<file path="config.mk">
export PLATFORM = sky130hd
export DESIGN_NAME = pid_controller_conditional_integration_core
export DESIGN_NICKNAME = d
export VERILOG_FILES = /design/src/pidci_pkg.sv /design/src/pidci_div.sv /design/src/pid_controller_conditional_integration_core.sv
export SDC_FILE = /design/constraint.sdc
export NUM_CORES = 2
export LEC_CHECK = 0
export BUFFER_PORTS_ARGS = -buffer_cell sky130_fd_sc_hd__buf_4
export CORE_UTILIZATION = 38
export CTS_BUF_LIST = sky130_fd_sc_hd__clkbuf_4 sky130_fd_sc_hd__clkbuf_8
export CTS_CLUSTER_DIAMETER = 80
export DETAILED_ROUTE_END_ITERATION = 16
export HOLD_SLACK_MARGIN = 0.12
export PLACE_DENSITY = 0.53
export SLEW_MARGIN = 20
export SYNTH_ARGS = -nofsm -noshare
export SYNTH_HDL_FRONTEND = slang
export SYNTH_SLANG_ARGS = --single-unit
</file>
<file path="constraint.sdc">
create_clock -name clk -period 14.3 [get_ports clk]
set_clock_uncertainty 0.1 [all_clocks]
set_input_delay 0 -clock clk [delete_from_list [all_inputs] [get_ports clk]]
set_output_delay 0 -clock clk [all_outputs]
set_load 0.01 [all_outputs]
</file>
<file path="src/pidci_pkg.sv">
// ----------------------------------------------------------------------------
// pidci_pkg: shared types and constants
// Holds the fixed-point widths, the function codes, the register map and the sequencer states of
// the PID controller with conditional integration.
// ----------------------------------------------------------------------------
package pidci_pkg;

  localparam int DataW   = 32;
  localparam int FracW   = 16;
  localparam int StepW   = 16;
  localparam int BoundW  = 31;
  localparam int ProdW   = 2 * DataW;
  localparam int TermW   = ProdW - FracW;
  localparam int AccW    = TermW + 2;
  localparam int DivW    = DataW + 1 + StepW;
  localparam int AddrW   = 5;

  typedef enum logic [1:0] {
    FUNC_ERR_DERIV = 2'd0,
    FUNC_RATE      = 2'd1,
    FUNC_CLEAR     = 2'd2,
    FUNC_NONE      = 2'd3
  } func_t;

  typedef enum logic [2:0] {
    REG_PROP_GAIN   = 3'd0,
    REG_INTEG_GAIN  = 3'd1,
    REG_DERIV_GAIN  = 3'd2,
    REG_INTEG_BOUND = 3'd3,
    REG_OUT_BOUND   = 3'd4
  } reg_idx_t;

  typedef enum logic [3:0] {
    ST_IDLE,
    ST_MUL_DT,
    ST_CAND,
    ST_ACC_P,
    ST_ACC_I,
    ST_DIV,
    ST_DSAT,
    ST_MUL_D,
    ST_ACC_D,
    ST_ACC_DN,
    ST_FINAL
  } state_t;

endpackage

</file>
<file path="src/pidci_div.sv">
// ----------------------------------------------------------------------------
// pidci_div: bit-serial restoring divider
// Divides an unsigned dividend by a nonzero 16-bit divisor, one quotient bit
// per cycle; busy drops when the quotient is complete.
// ----------------------------------------------------------------------------
module pidci_div (
  input  logic                          clk,
  input  logic                          rst,
  input  logic                          start,
  input  logic [pidci_pkg::DivW-1:0]    dividend,
  input  logic [pidci_pkg::StepW-1:0]   divisor,
  output logic                          busy,
  output logic [pidci_pkg::DivW-1:0]    quotient
);
  import pidci_pkg::*;

  localparam int CntW = $clog2(DivW + 1);

  logic [CntW-1:0]  cnt;
  logic [StepW-1:0] rem;
  logic [StepW:0]   trial;
  logic             ge;

  assign trial = {rem, quotient[DivW-1]};
  assign ge    = trial >= {1'b0, divisor};

  always_ff @(posedge clk) begin
    if (rst) begin
      busy <= 1'b0;
      cnt  <= '0;
    end else if (start) begin
      busy <= 1'b1;
      cnt  <= CntW'(DivW);
    end else if (busy) begin
      cnt <= cnt - 1'b1;
      if (cnt == CntW'(1)) begin
        busy <= 1'b0;
      end
    end
  end

  always_ff @(posedge clk) begin
    if (start) begin
      quotient <= dividend;
      rem      <= '0;
    end else if (busy) begin
      rem      <= ge ? StepW'(trial - {1'b0, divisor}) : trial[StepW-1:0];
      quotient <= {quotient[DivW-2:0], ge};
    end
  end

endmodule

</file>
<file path="src/pid_controller_conditional_integration_core.sv">
// ----------------------------------------------------------------------------
// pid_controller_conditional_integration_core: PID with clamped integrator
// Computes a clamped PID drive per sample, keeping the integral only when the
// output is unsaturated or the error pulls it back out of saturation.
// ----------------------------------------------------------------------------
//
// Channel   Direction  Payload
// s_*       in         tuser: func; tdata: err_sample, rate_sample, step_time
// m_*       out        tdata: drive
// APB       in/out     prop_gain, integ_gain, deriv_gain, integ_bound, out_bound
//
// In measured-rate mode a transaction runs through the multiply, candidate,
// proportional, integral and negative-derivative steps. In error-derivative
// mode it ends after the integral step without a previous sample and else
// also waits for the bit-serial divider, which produces its 49 quotient bits
// one per cycle. A clear, an unused selector or a zero time step goes
// straight to the final step. All products go through one shared 32x32
// multiplier with a registered result. The input is not ready while a
// transaction is being processed; a finished result waits in the output
// register, and the last step stalls only if that register is still full.
// Reset clears the configuration registers, output valid, integrator, last error and primed bit.
module pid_controller_conditional_integration_core (
  input  logic                           clk,
  input  logic                           rst,
  input  logic                           s_tvalid,
  output logic                           s_tready,
  // [31:0] err_sample, [63:32] rate_sample, [79:64] step_time
  input  logic [79:0]                    s_tdata,
  // [1:0] func
  input  logic [1:0]                     s_tuser,
  output logic                           m_tvalid,
  input  logic                           m_tready,
  // [31:0] drive
  output logic [31:0]                    m_tdata,
  input  logic                           psel,
  input  logic                           penable,
  input  logic                           pwrite,
  input  logic [pidci_pkg::AddrW-1:0]    paddr,
  input  logic [31:0]                    pwdata,
  output logic [31:0]                    prdata,
  output logic                           pready
);
  import pidci_pkg::*;

  // Configuration registers.
  logic signed [DataW-1:0] prop_gain, integ_gain, deriv_gain;
  logic [BoundW-1:0]       integ_bound, out_bound;
  reg_idx_t                cfg_idx;

  assign pready  = 1'b1;
  assign cfg_idx = reg_idx_t'(paddr[4:2]);

  always_ff @(posedge clk) begin
    if (rst) begin
      prop_gain   <= '0;
      integ_gain  <= '0;
      deriv_gain  <= '0;
      integ_bound <= '0;
      out_bound   <= '0;
    end else if (psel && penable && pwrite) begin
      case (cfg_idx)
        REG_PROP_GAIN:   prop_gain   <= pwdata;
        REG_INTEG_GAIN:  integ_gain  <= pwdata;
        REG_DERIV_GAIN:  deriv_gain  <= pwdata;
        REG_INTEG_BOUND: integ_bound <= pwdata[BoundW-1:0];
        REG_OUT_BOUND:   out_bound   <= pwdata[BoundW-1:0];
        default: ;
      endcase
    end
  end

  always_comb begin
    case (cfg_idx)
      REG_PROP_GAIN:   prdata = prop_gain;
      REG_INTEG_GAIN:  prdata = integ_gain;
      REG_DERIV_GAIN:  prdata = deriv_gain;
      REG_INTEG_BOUND: prdata = {1'b0, integ_bound};
      REG_OUT_BOUND:   prdata = {1'b0, out_bound};
      default:         prdata = '0;
    endcase
  end

  // Controller state.
  logic signed [DataW-1:0] integ_acc, last_err;
  logic                    primed;

  // Latched transaction.
  func_t                   func;
  logic signed [DataW-1:0] err, rate;
  logic [StepW-1:0]        dt;

  // Datapath registers.
  state_t                  state, state_next;
  logic signed [ProdW-1:0] prod;
  logic signed [DataW-1:0] mul_a, mul_b;
  logic signed [DataW-1:0] cand, deriv;
  logic signed [AccW-1:0]  acc;
  logic                    dneg;

  // Divider.
  logic                    div_start, div_busy;
  logic [DivW-1:0]         div_q;
  logic signed [DataW:0]   diff;
  logic [DataW:0]          diff_mag;

  assign diff     = {err[DataW-1], err} - {last_err[DataW-1], last_err};
  assign diff_mag = diff[DataW] ? (DataW+1)'(-diff) : diff;

  pidci_div u_div (
    .clk      (clk),
    .rst      (rst),
    .start    (div_start),
    .dividend ({diff_mag, {StepW{1'b0}}}),
    .divisor  (dt),
    .busy     (div_busy),
    .quotient (div_q)
  );

  // Product scaled back to Q32.16, floor rounding, sign-extended to the sum.
  logic signed [TermW-1:0] term;
  assign term = prod[ProdW-1:FracW];

  // Candidate integral, clamped to the integral bound.
  logic signed [DataW+1:0] cand_sum;
  logic signed [DataW+1:0] ib_pos;
  logic signed [DataW-1:0] cand_clamped;
  assign cand_sum = (DataW+2)'(integ_acc) + (DataW+2)'(prod[DataW+FracW+1:FracW]);
  assign ib_pos   = (DataW+2)'({1'b0, integ_bound});
  always_comb begin
    if (cand_sum > ib_pos) begin
      cand_clamped = DataW'(ib_pos);
    end else if (cand_sum < -ib_pos) begin
      cand_clamped = DataW'(-ib_pos);
    end else begin
      cand_clamped = DataW'(cand_sum);
    end
  end

  // Derivative saturation of the divider's quotient.
  localparam logic [DivW-1:0] DerivLim = DivW'(1) << (DataW - 1);
  logic [DataW-1:0] dmag;
  assign dmag = (div_q >= DerivLim) ? DataW'(DerivLim) : div_q[DataW-1:0];

  // Final drive compare and clamp.
  logic signed [AccW-1:0] ob_pos;
  logic                   above, below, keep;
  logic signed [DataW-1:0] drive_val;
  assign ob_pos = AccW'({1'b0, out_bound});
  assign above  = acc > ob_pos;
  assign below  = acc < -ob_pos;
  assign keep   = (!above && !below) || (above && err < 0) || (below && err > 0);
  assign drive_val = above ? DataW'(ob_pos) : below ? DataW'(-ob_pos) : DataW'(acc);

  logic out_free;
  assign out_free = !m_tvalid || m_tready;
  assign s_tready = (state == ST_IDLE);

  // Sequencer: picks multiplier operands, starts the divider and picks the next step.
  always_comb begin
    state_next = state;
    mul_a      = err;
    mul_b      = err;
    div_start  = 1'b0;
    case (state)
      ST_IDLE: begin
        if (s_tvalid) begin
          if (func_t'(s_tuser) == FUNC_ERR_DERIV || func_t'(s_tuser) == FUNC_RATE) begin
            state_next = (s_tdata[79:64] == '0) ? ST_FINAL : ST_MUL_DT;
          end else begin
            state_next = ST_FINAL;
          end
        end
      end
      ST_MUL_DT: begin
        mul_a      = err;
        mul_b      = DataW'({1'b0, dt});
        state_next = ST_CAND;
      end
      ST_CAND: begin
        mul_a      = prop_gain;
        mul_b      = err;
        state_next = ST_ACC_P;
      end
      ST_ACC_P: begin
        mul_a      = integ_gain;
        mul_b      = cand;
        state_next = ST_ACC_I;
      end
      ST_ACC_I: begin
        mul_a = deriv_gain;
        mul_b = rate;
        if (func == FUNC_RATE) begin
          state_next = ST_ACC_DN;
        end else if (primed) begin
          div_start  = 1'b1;
          state_next = ST_DIV;
        end else begin
          state_next = ST_FINAL;
        end
      end
      ST_DIV: begin
        if (!div_busy) begin
          state_next = ST_DSAT;
        end
      end
      ST_DSAT: state_next = ST_MUL_D;
      ST_MUL_D: begin
        mul_a      = deriv_gain;
        mul_b      = deriv;
        state_next = ST_ACC_D;
      end
      ST_ACC_D:  state_next = ST_FINAL;
      ST_ACC_DN: state_next = ST_FINAL;
      ST_FINAL: begin
        if (out_free) begin
          state_next = ST_IDLE;
        end
      end
      default: state_next = ST_IDLE;
    endcase
  end

  always_ff @(posedge clk) begin
    if (rst) begin
      state <= ST_IDLE;
    end else begin
      state <= state_next;
    end
  end

  // Shared multiplier with a registered product.
  always_ff @(posedge clk) begin
    prod <= mul_a * mul_b;
  end

  // Datapath updates.
  always_ff @(posedge clk) begin
    case (state)
      ST_IDLE: begin
        if (s_tvalid) begin
          func <= func_t'(s_tuser);
          err  <= s_tdata[31:0];
          rate <= s_tdata[63:32];
          dt   <= s_tdata[79:64];
          acc  <= '0;
        end
      end
      ST_CAND:  cand <= cand_clamped;
      ST_ACC_P: acc  <= AccW'(term);
      ST_ACC_I: begin
        acc  <= acc + AccW'(term);
        dneg <= diff[DataW];
      end
      ST_DSAT: begin
        if (dneg) begin
          deriv <= DataW'(-{1'b0, dmag});
        end else if (dmag == DataW'(DerivLim)) begin
          deriv <= DataW'(DerivLim - 1'b1);
        end else begin
          deriv <= dmag;
        end
      end
      ST_ACC_D:  acc <= acc + AccW'(term);
      ST_ACC_DN: acc <= acc - AccW'(term);
      default: ;
    endcase
  end

  // Controller state: cleared by a clear transaction, updated on a valid step.
  always_ff @(posedge clk) begin
    if (rst) begin
      integ_acc <= '0;
      last_err  <= '0;
      primed    <= 1'b0;
    end else if (state == ST_FINAL && out_free) begin
      if (func == FUNC_CLEAR) begin
        integ_acc <= '0;
        last_err  <= '0;
        primed    <= 1'b0;
      end else if ((func == FUNC_ERR_DERIV || func == FUNC_RATE) && dt != '0) begin
        if (keep) begin
          integ_acc <= cand;
        end
        last_err <= err;
        primed   <= 1'b1;
      end
    end
  end

  // Output register: a clear, unused selector or zero step yields zero.
  always_ff @(posedge clk) begin
    if (rst) begin
      m_tvalid <= 1'b0;
    end else if (state == ST_FINAL && out_free) begin
      m_tvalid <= 1'b1;
    end else if (m_tready) begin
      m_tvalid <= 1'b0;
    end
  end

  always_ff @(posedge clk) begin
    if (state == ST_FINAL && out_free) begin
      if ((func == FUNC_ERR_DERIV || func == FUNC_RATE) && dt != '0) begin
        m_tdata <= drive_val;
      end else begin
        m_tdata <= '0;
      end
    end
  end

endmodule
</file>
==> impl_metrics.py <==
metrics = {
    "setup_path": {
        "crit_type": "register to register",
        "required_ps": 14940,
        "reg2reg_slack_ps": 2200,
        "endpoint_kind": "register",
        "slowest_delay_ps": 1070,
        "cp_max_fo": 25,
        "r2r_cells": 27,
        "reg2reg_to": "prod[62]",
        "cp-start-kind": "register",
        "crit_slowest_cell": "fa_1",
        "critical-path-top-delay-family": "adder cells",
        "worst-path-buf-inv": 3,
        "critPathMostFrequentCell": "fa_1",
        "arrival_ps": 12740,
        "timing.rr.start": "state[1]",
    },
    "sta": {
        "fin_tns_setup_ps": 0,
        "worst_slack_ps": 2200,
        "worst_pin_slew_ps": 1210,
        "finalCriticalPeriod_ps": 12100,
        "finalHoldViolations": 0,
        "fin_crit_sh": 0.846,
        "setup_violations": 0,
        "final_max_slew_viol_count": 0,
        "rsz0062_at_grt": "false",
        "fmax_ghz": 0.0826,
        "finalHoldWorstSlack_ps": 187,
        "slew_headroom": 0.193,
    },
    "synth": {
        "syn_area_um2": 74000,
        "async_flop_share": 0,
        "yosysUniqueCellTypes": 105,
        "synth_area_per_cell_um2": 8.67,
        "netlist_instances": 8541,
        "synth_seq_area_share": 0.191,
        "ys.flop_type": "dfxtp_1",
        "yosys_register_bits": 577,
        "synth_fp_nets": 10200,
        "yosys_warnings": 0,
        "synth_edf_count": 262,
    },
    "cells_and_area": {
        "n_fill_cell": 19200,
        "seqCellArea_um2": 14200,
        "layout.nets": 10400,
        "syn_to_final_growth_pct": 12.4,
        "multiInputGateArea_um2": 54000,
        "drive_gt1_frac": 0.0770,
        "final_cells": 11400,
    },
    "route": {
        "wirelength_um": 306000,
        "drt-pass1-iter-count": 6,
        "postRouteAntennaNets": 0,
        "drcViolationCount": 0,
        "vias": 65600,
        "post_drt_wl_per_cell_um": 26.9,
        "vias_per_cell": 5.77,
        "drtIter0Drc": 6884,
    },
    "floorplan": {
        "die_w_um": 443,
        "ios": 193,
        "die_y_um": 443,
        "core_area_um2": 193000,
        "initial_core_util": 0.384,
        "die_area_um2": 197000,
        "rows": 161,
    },
    "global_route": {
        "grt_usage": 0.308,
        "grt_pass1_vias": 66700,
        "grt_max_degree": 175,
        "overflow": 0,
        "antenna_found_initial": 12,
        "grt_pass1_wl_um": 447000,
    },
    "clocking": {
        "clk_pin_slew_ps": 70,
        "clock_path_buffers": 3,
        "clkLatencyLatePin_ps": 890,
        "clk_root_buffer_cell": "clkbuf_8",
        "cts_tree": "done",
        "clkSinkCount": 577,
        "cts_resized": 0,
        "cts_made_buffers": 106,
        "htree_levels": 3,
    },
    "placement": {
        "dp_hpwl_um": 230000,
        "dpl.cell_count": 10900,
        "port_buffers": 189,
        "place_ws_ps": 2580,
        "place_congestion": 0.976,
    },
    "hold_path": {
        "hold_start": "rst",
        "hold-path-endpoint": "integ_acc[0]",
        "min_path_cells": 5,
        "hp-class": "input port to register",
    },
    "run_status": {
        "run_status": "finished, final reports clean",
    },
    "job": {
        "maxCapViolCount": 0,
    },
}
cell families after synthesis:
logic type	count (synthesis)	synth area share
simple gates	2869	0.173
buf+inv	1633	0.0831
fa+ha+maj	1546	0.371
compound gates	1532	0.133
flops	577	0.191
xor+xnor	311	0.0369
mux	72	0.0105
other cells	1	0.0000507
what timing repair did:
item                      in CTS  in global routing
hold buffers                 247                  0
hold endpoints to repair     383                  0
setup buffers                  0                  0
layout make-up:
class	instances	share of cell area
multi-input combinational	6331	0.649
timing repair buffer	593	0.0611
inverter	1147	0.0518
clock buffer	139	0.0214
sequential	577	0.170
antenna	6	0.000180
tap	2526	0.0380
clock inverter	62	0.00802
worst register-to-register path: cells and delay by family (launching register included):
kind            cells  cell delay [ps]
fa+ha+maj           9             5230
compound gates      8             2700
simple gates        6             2080
flops               1              890
buf+inv             3              840
xor+xnor            1              150
synth_stat cells, types with 10 or more instances:
cell type | number | area [um^2]
a211oi_1 | 24 | 180
nor2b_1 | 49 | 307
nor3_1 | 120 | 601
a21o_1 | 170 | 1280
o22ai_1 | 47 | 294
a22o_1 | 10 | 87.6
inv_1 | 1146 | 4300
nand2_1 | 1253 | 4700
o21bai_1 | 30 | 225
o211ai_1 | 14 | 105
fa_1 | 1085 | 21700
edfxtp_1 | 262 | 7870
nand2b_1 | 52 | 325
o21ai_0 | 269 | 1350
ha_1 | 461 | 5770
o21a_1 | 51 | 383
o41ai_1 | 17 | 149
o31ai_1 | 27 | 203
xor2_1 | 103 | 902
a21boi_0 | 11 | 82.6
nor4_1 | 61 | 382
o2111ai_1 | 42 | 368
and3_1 | 84 | 526
a31oi_1 | 39 | 244
clkbuf_1 | 454 | 1700
a41oi_1 | 40 | 350
a21oi_1 | 478 | 2390
buf_1 | 26 | 97.6
xnor2_1 | 207 | 1810
a221oi_1 | 12 | 105
o31a_1 | 18 | 158
or4_1 | 23 | 173
a22oi_1 | 128 | 961
or3_1 | 29 | 181
nand4_1 | 132 | 826
and2_1 | 20 | 125
a211o_1 | 15 | 131
nor2_1 | 811 | 3040
mux2_2 | 35 | 394
and4_1 | 57 | 499
nand3_1 | 115 | 576
dfxtp_1 | 315 | 6310
mux2i_1 | 35 | 350
or2_2 | 11 | 68.8
nor3b_1 | 16 | 120
per-stage QoR:
step / utilization / instance area [um^2]
2_1_floorplan: - / 74000
6_report: 0.431 / 83200
4_1_cts: 0.431 / 83100
3_5_place_dp: 0.405 / 78200
3_3_place_gp: 0.405 / 78200
5_1_grt: 0.431 / 83200
registers in the layout, indices dropped and copies added, names as in the netlist, 32 cells and up:
name,count
cand,32
prop_gain,32
err,32
u_div.quotient,49
rate,32
m_tdata,32
integ_acc,32
acc,50
deriv,32
prod,48
integ_gain,32
deriv_gain,32
last_err,32
layout by cell type (no fill, tap or decap), types with 18 or more instances in the layout:
cell type	count
a21oi_1	471
dlygate4sd3_1	246
inv_1	1145
a31oi_1	38
mux2_2	35
a41oi_1	39
o21bai_1	29
buf_4	343
nand2_1	1251
nand4_1	132
or3_1	29
nor2b_1	47
o31a_1	18
and3_1	82
edfxtp_1	262
xnor2_1	207
ha_1	461
and4_1	43
a22oi_1	128
a211oi_1	24
nand2b_1	52
o21a_1	51
nand3_1	111
clkinv_2	18
xor2_1	103
fa_1	1085
a21o_1	169
o31ai_1	26
and2_1	19
dfxtp_1	314
o2111ai_1	42
o21ai_0	268
nor2_1	804
nor3_1	115
o22ai_1	47
mux2i_1	35
clkbuf_4	22
or4_1	22
clkbuf_8	118
nor4_1	59
worst max-delay path by stage:
stage                   from  endpoint  slack [ps]  cells after the start
global placement    state[1]  prod[62]        2690                     29
global route        state[1]  prod[62]        2030                     27
CTS                 state[1]  prod[62]        2570                     27
detailed placement  state[1]  prod[62]        2580                     27
finish              state[1]  prod[62]        2200                     27
floorplan           state[2]  prod[61]        3440                     35
layer usage:
layer / vias to the layer above / global-route usage / routed length [um]
met5: - / 0 / 78
met4: 14 / 0.161 / 18100
met3: 736 / 0.0595 / 25600
met2: 3069 / 0.483 / 137000
met1: 33100 / 0.402 / 125000
li1: 28700 / - / -
Power is not shown: default switching activity piles up to over one toggle a cycle in this logic, so the estimate is an artifact.
